**src/hw/rtl/sctc_pkg.sv**
```systemverilog
// Package for the set-1 scancode translator.
// Holds key codes, command and scroll codes, keymap sizing and shared types.
// No dependencies.
package sctc_pkg;

    // Default keymap geometry
    localparam int KEYMAP_ROWS_DEF    = 104;
    localparam int KEYMAP_COLUMNS_DEF = 10;

    localparam int COL_W = 4;

    // Item commands
    localparam logic CMD_SCAN = 1'b0;
    localparam logic CMD_MAP  = 1'b1;

    // Scancodes of interest
    localparam logic [7:0] KEY_EXT_PREFIX = 8'd224;
    localparam logic [7:0] KEY_CAPS       = 8'h3A;
    localparam logic [7:0] KEY_NUM        = 8'h45;
    localparam logic [7:0] KEY_SCROLL     = 8'h46;
    localparam logic [7:0] KEY_CTRL       = 8'd29;
    localparam logic [7:0] KEY_LSHIFT     = 8'd42;
    localparam logic [7:0] KEY_RSHIFT     = 8'd54;
    localparam logic [7:0] KEY_ALT        = 8'd56;
    localparam logic [7:0] KEY_BREAK      = 8'd128;
    localparam logic [7:0] KEY_PGUP       = 8'd73;
    localparam logic [7:0] KEY_PGDN       = 8'd81;
    localparam logic [7:0] KEY_LOOKUP_MAX = 8'd103;

    // LED command byte the host sends ahead of led_bits
    localparam logic [7:0] LED_CMD = 8'hED;

    // Modifier and LED bit positions
    localparam int MOD_CTRL   = 0;
    localparam int MOD_SHIFT  = 1;
    localparam int MOD_ALT    = 2;
    localparam int LED_SCROLL = 0;
    localparam int LED_NUM    = 1;
    localparam int LED_CAPS   = 2;

    // Scroll request codes
    localparam logic [1:0] SCROLL_NONE = 2'd0;
    localparam logic [1:0] SCROLL_UP   = 2'd1;
    localparam logic [1:0] SCROLL_DOWN = 2'd2;

    // Keymap column codes
    localparam logic [COL_W-1:0] COL_PLAIN      = 4'd0;
    localparam logic [COL_W-1:0] COL_SHIFT      = 4'd1;
    localparam logic [COL_W-1:0] COL_CTRL       = 4'd2;
    localparam logic [COL_W-1:0] COL_ALT        = 4'd3;
    localparam logic [COL_W-1:0] COL_ALT_SHIFT  = 4'd4;
    localparam logic [COL_W-1:0] COL_CTRL_SHIFT = 4'd5;
    localparam logic [COL_W-1:0] COL_CTRL_ALT   = 4'd6;
    localparam logic [COL_W-1:0] COL_ALL        = 4'd7;
    localparam logic [COL_W-1:0] COL_CAPS       = 4'd8;
    localparam logic [COL_W-1:0] COL_CAPS_SHIFT = 4'd9;

    // Per-item decode handed from the state tracker to the pipeline
    typedef struct packed {
        logic             lookup;
        logic [COL_W-1:0] column;
        logic             led_update;
        logic [2:0]       led_bits;
        logic [1:0]       scroll;
    } t_key_info;

endpackage

```
**src/hw/rtl/sctc_state.sv**
```systemverilog
// Modifier, lock LED and extended-prefix tracking for the scancode translator.
// Depends on sctc_pkg.
module sctc_state (
    input  logic               i_clk,
    input  logic               i_rst_n,
    input  logic               i_load,
    input  logic [7:0]         i_key,
    output sctc_pkg::t_key_info o_info
);
    import sctc_pkg::*;

    logic [2:0] r_mod, n_mod;
    logic [2:0] r_led, n_led;
    logic       r_ext, n_ext;
    logic [6:0] r_make, n_make;
    logic       ext_mid;
    logic       led_upd;
    logic [1:0] scroll;
    logic       lookup;
    logic [COL_W-1:0] col;

    always_comb begin
        n_mod   = r_mod;
        n_led   = r_led;
        ext_mid = r_ext;
        led_upd = 1'b0;
        n_make  = (r_ext && !i_key[7]) ? i_key[6:0] : r_make;

        case (i_key)
            KEY_EXT_PREFIX: ext_mid = 1'b1;
            KEY_CAPS: begin
                n_led[LED_CAPS] = ~r_led[LED_CAPS];
                led_upd = 1'b1;
            end
            KEY_NUM: begin
                n_led[LED_NUM] = ~r_led[LED_NUM];
                led_upd = 1'b1;
            end
            KEY_SCROLL: begin
                n_led[LED_SCROLL] = ~r_led[LED_SCROLL];
                led_upd = 1'b1;
            end
            KEY_CTRL:              n_mod[MOD_CTRL]  = 1'b1;
            KEY_CTRL | KEY_BREAK:  n_mod[MOD_CTRL]  = 1'b0;
            KEY_LSHIFT, KEY_RSHIFT: n_mod[MOD_SHIFT] = 1'b1;
            KEY_LSHIFT | KEY_BREAK, KEY_RSHIFT | KEY_BREAK: n_mod[MOD_SHIFT] = 1'b0;
            KEY_ALT:               n_mod[MOD_ALT]   = 1'b1;
            KEY_ALT | KEY_BREAK:   n_mod[MOD_ALT]   = 1'b0;
            default: ;
        endcase

        lookup = 1'b0;
        scroll = SCROLL_NONE;
        n_ext  = ext_mid;
        if (!ext_mid) begin
            lookup = (i_key <= KEY_LOOKUP_MAX);
        end else begin
            // extended mode ends on the break of the key that followed E0
            if (i_key == {1'b1, n_make}) begin
                n_ext = 1'b0;
            end
            if (i_key == KEY_PGUP) begin
                scroll = SCROLL_UP;
            end else if (i_key == KEY_PGDN) begin
                scroll = SCROLL_DOWN;
            end
        end

        // column priority
        if (n_mod == 3'b111) begin
            col = COL_ALL;
        end else if (n_mod == 3'b101) begin
            col = COL_CTRL_ALT;
        end else if (n_mod == 3'b011) begin
            col = COL_CTRL_SHIFT;
        end else if (n_mod == 3'b110) begin
            col = COL_ALT_SHIFT;
        end else if (n_mod[MOD_SHIFT] && n_led[LED_CAPS]) begin
            col = COL_CAPS_SHIFT;
        end else if (n_mod == 3'b000 && n_led[LED_CAPS]) begin
            col = COL_CAPS;
        end else if (n_mod == 3'b000) begin
            col = COL_PLAIN;
        end else if (n_mod[MOD_CTRL]) begin
            col = COL_CTRL;
        end else if (n_mod[MOD_ALT]) begin
            col = COL_ALT;
        end else begin
            col = COL_SHIFT;
        end
    end

    always_ff @(posedge i_clk) begin
        if (!i_rst_n) begin
            r_mod  <= '0;
            r_led  <= '0;
            r_ext  <= 1'b0;
            r_make <= '0;
        end else if (i_load) begin
            r_mod  <= n_mod;
            r_led  <= n_led;
            r_ext  <= n_ext;
            r_make <= n_make;
        end
    end

    assign o_info.lookup     = lookup;
    assign o_info.column     = col;
    assign o_info.led_update = led_upd;
    assign o_info.led_bits   = n_led;
    assign o_info.scroll     = scroll;
endmodule

```
**config.mk**
```make
export PLATFORM = sky130hd
export DESIGN_NAME = sctc_state
export DESIGN_NICKNAME = d
export VERILOG_FILES = /design/src/hw/rtl/sctc_pkg.sv /design/src/hw/rtl/sctc_state.sv
export SDC_FILE = /design/constraint.sdc
export NUM_CORES = 1
export LEC_CHECK = 0
export BUFFER_PORTS_ARGS = -buffer_cell sky130_fd_sc_hd__buf_2
export CAP_MARGIN = 40
export CORE_MARGIN = 2
export CORE_UTILIZATION = 48
export DETAILED_ROUTE_END_ITERATION = 12
export PLACE_DENSITY = 0.76
export SLEW_MARGIN = 30
export SYNTH_ARGS = -nofsm -noshare
export SYNTH_HDL_FRONTEND = slang
export SYNTH_SLANG_ARGS = --single-unit
```
**constraint.sdc**
```tcl
create_clock -name i_clk -period 2.1 [get_ports i_clk]
set_input_delay 0.42 -clock i_clk [delete_from_list [all_inputs] [get_ports i_clk]]
set_output_delay 0.42 -clock i_clk [all_outputs]
set_load 0.05 [all_outputs]
```
==> impl_results.md <==
* Clock latency on the worst-skew pair at 0.32 ns
* Area of the multi-input gates at 817 µm²
* Share of layout cells above drive strength 1 at 0.476
* Top post-synthesis cells by area: dfxtp_1, xnor2_1, mux2i_1
* Worst-path clk slew at 0.11 ns
* Slew margin rel. at 0.683
* Worst reg2reg endpoint: r_make[4]
* Final setup vio count at 6
* Die Span Y at 49.7 µm
* CTS Sinks at 14
* Initial core utilization at 0.511
* 1st-pass router iterations at 4
* Post-DR vias/cell at 5.84
* CTS tree: built
* Unique masters post-synth at 40
* Vias in the first global route at 1112
* Crit. Startpoint: i_key[5]
* Post-synth top area share at 0.280
* Worst hold slack at 0.317 ns
* Gate Count Post-Synth at 116
* Maxcap violations at 0
* Post-route setup slack at -0.251 ns
* Syn_nets at 127
* Flop-to-flop setup slack at 0.69 ns
* Clock power share at 0.347
* GPL Wtd Cong at 0.820
* Core area at 1960 µm²
* Top delay family on crit path: simple AND/OR/NAND/NOR gates
* Asr flop ratio synth at 0
* Crit Path Max Fanout at 5
* Max clock buf depth at 2
* VDD IR-drop max at 0.470 mV
* Nets@finish at 176
* Filler instances at 117
* Syn Std Cell Area at 1000 µm²
* Synth warn at 0
* CP most frequent cell: buf_6
* Switching Share at 0.302
* Buffers and inverters on the worst path at 3
* Row count at 16
* Net switching power at 192 µW
* Number of enable flip-flop cells after synthesis at 0
* Initial DRC Count at 36
* Final Max Tran Viols at 0
* Worst EP required at 1.68 ns
* DR WL/cell at 20.1 µm
* GRT Util Overall at 0.289
* Number of port buffers at 21
* Failing checks: setup timing
* Final min period at 2.35 ns
* Htree depth at 1
* Gate power share at 0.235
* Antenna violations before repair at 0
* CTS buffer count at 3
* Hold Crit Class: in -> reg
* Num ports at 22
* Post-synthesis sequential area ratio at 0.280
* Final HPWL DP at 1930 µm
* Overflow after GRT at 0
* Synth Flop Type: dfxtp_1
* Synth-to-layout area growth at 62.7%
* Via Count at 1116
* Slowest-stage cell, CP: and4bb_1
* Pre-CTS WS at -0.327 ns
* Critical Path Max Stage Delay at 0.35 ns
* Max Clock Freq at 425 MHz
* Flop pwr share at 0.419
* Largest area contributor in the synthesized netlist: dfxtp_1
* #FFs+latches synth at 14
* RSZ-0062 raised after global routing: yes
* R2R cell count at 4
* Worst Skew at 0.0183 ns
* First-pass GRT wire length at 5380 µm
* Crit end category: primary output
* Hold-fix buffers at CTS at 0
* Pwr Total at 637 µW
* DIE WIDTH at 49.7 µm
* Util after Layout at 0.831
* Root buffer cell: clkbuf_4
* Die area at 2470 µm²
* Critical Path End: o_info[6]
* CP Class: in -> out
* Crit Reg-Reg Startpoint: r_ext
* Outcome: finished with violations
* Antenna diodes at 0
* DRC viols at 0
* Hold Fails Final Rpt at 0
* Power density over the cells at 390 nW/µm²
* Worst path cell trace: buf_6, and4bb_1, nand4_1, buf_4, a211oi_4, xnor2_4, buf_6
* Worst Setup Start Kind: input pin
* Critical Path Stages at 7
* Internal power at 444 µW
* Worst slew pin tran at 0.475 ns
* Leak at 0.740 nW
* Area occupied by registers at 280 µm²
* Ratio of final minimum period to clock period at 1.12
* Arrival @ worst endpoint at 1.93 ns
* Total Routed Length at 3830 µm
* Post-Syn Area per Cell at 8.64 µm²
* Largest net degree at the start of global routing at 14
* Post-route ant nets at 0
==> layout by cell type (no fill, tap or decap), types with 4 or more instances in the layout <==
cell,synthesis,final
mux2i_1,7,7
nand3_1,5,4
xnor2_4,0,4
buf_8,0,4
nor2_1,13,13
nor2b_1,4,4
dfxtp_1,14,14
buf_4,3,33
xor2_1,5,4
nand4_1,4,4
buf_6,0,7
xnor2_1,9,5
buf_2,4,9
==> worst min path at each step <==
stage | start | to | slack [ns] | cells past startpoint
final | i_rst_n | r_mod[2] | 0.32 | 2
after global routing | i_rst_n | r_mod[2] | 0.33 | 2
after CTS | i_rst_n | r_mod[2] | 0.34 | 2
after detailed placement | r_mod[0] | r_mod[0] | 0.47 | 2
after global placement | r_mod[0] | r_mod[0] | 0.47 | 2
after floorplan | r_mod[0] | r_mod[0] | 0.45 | 2
==> power by group through the flow <==
stage	registers (mW)	logic [mW]	clock network, mW
2_1_floorplan	0.272	0.0708	0
3_3_place_gp	0.272	0.110	0
3_5_place_dp	0.273	0.113	0
4_1_cts	0.266	0.128	0.210
5_1_grt	0.267	0.156	0.231
6_report	0.266	0.149	0.221
==> synth_stat cells, drive strengths merged (2+ instances only) <==
cell type and number:
a21oi 2, and2 2, buf 7, clkbuf 3
dfxtp 14, inv 3, maj3 2, mux2i 7
nand2 2, nand2b 2, nand3 5, nand4 4
nor2 14, nor2b 4, nor3 2, nor3b 5
nor4b 2, o211ai 3, o21a 3, xnor2 9
xor2 5
==> metal layers <==
layer / vias to the layer above / share of wire / global-route usage
met5: - / 0 / 0
met4: 0 / 0.030 / 0.0694
met3: 16 / 0.064 / 0.0667
met2: 50 / 0.51 / 0.544
met1: 548 / 0.40 / 0.323
li1: 502 / - / -
==> timing repair <==
| action | CTS | global route |
|---|---|---|
| buffers inserted | 11 | 1 |
| resized for setup | 19 | 18 |
| pin swaps | 9 | 6 |
| setup endpoints to repair | 5 | 8 |
| cloned | 0 | 0 |
==> cell families after synthesis <==
family,count (synthesis),share of synthesized area
buf+inv,13,0.0649
flops,14,0.280
mux,7,0.0699
simple gates,52,0.335
xor+xnor,14,0.122
compound gates,14,0.106
fa+ha+maj,2,0.0225
==> cell type report <==
type / instances / share of cell area
Clock buffer: 4 / 0.0223
Inverter: 3 / 0.00691
Multi-Input combinational cell: 89 / 0.501
Sequential cell: 14 / 0.172
Tap cell: 27 / 0.0207
Timing Repair Buffer: 54 / 0.277
==> registers in the layout, summed over array words and instances (netlist names) <==
name,count
r_ext,1
r_led,3
r_make,7
r_mod,3
==> stage by stage <==
stage                     cell area, µm²  instances  setup TNS [ns]
after detailed placement            1360        176           -1.13
final                               1630        191          -0.939
after global placement              1360        176          -0.982
after global routing                1630        191           -1.12
after floorplan                     1130        116          -0.764
after CTS                           1540        190          -0.687
No activity file was read; power rests on OpenSTA's default activity.
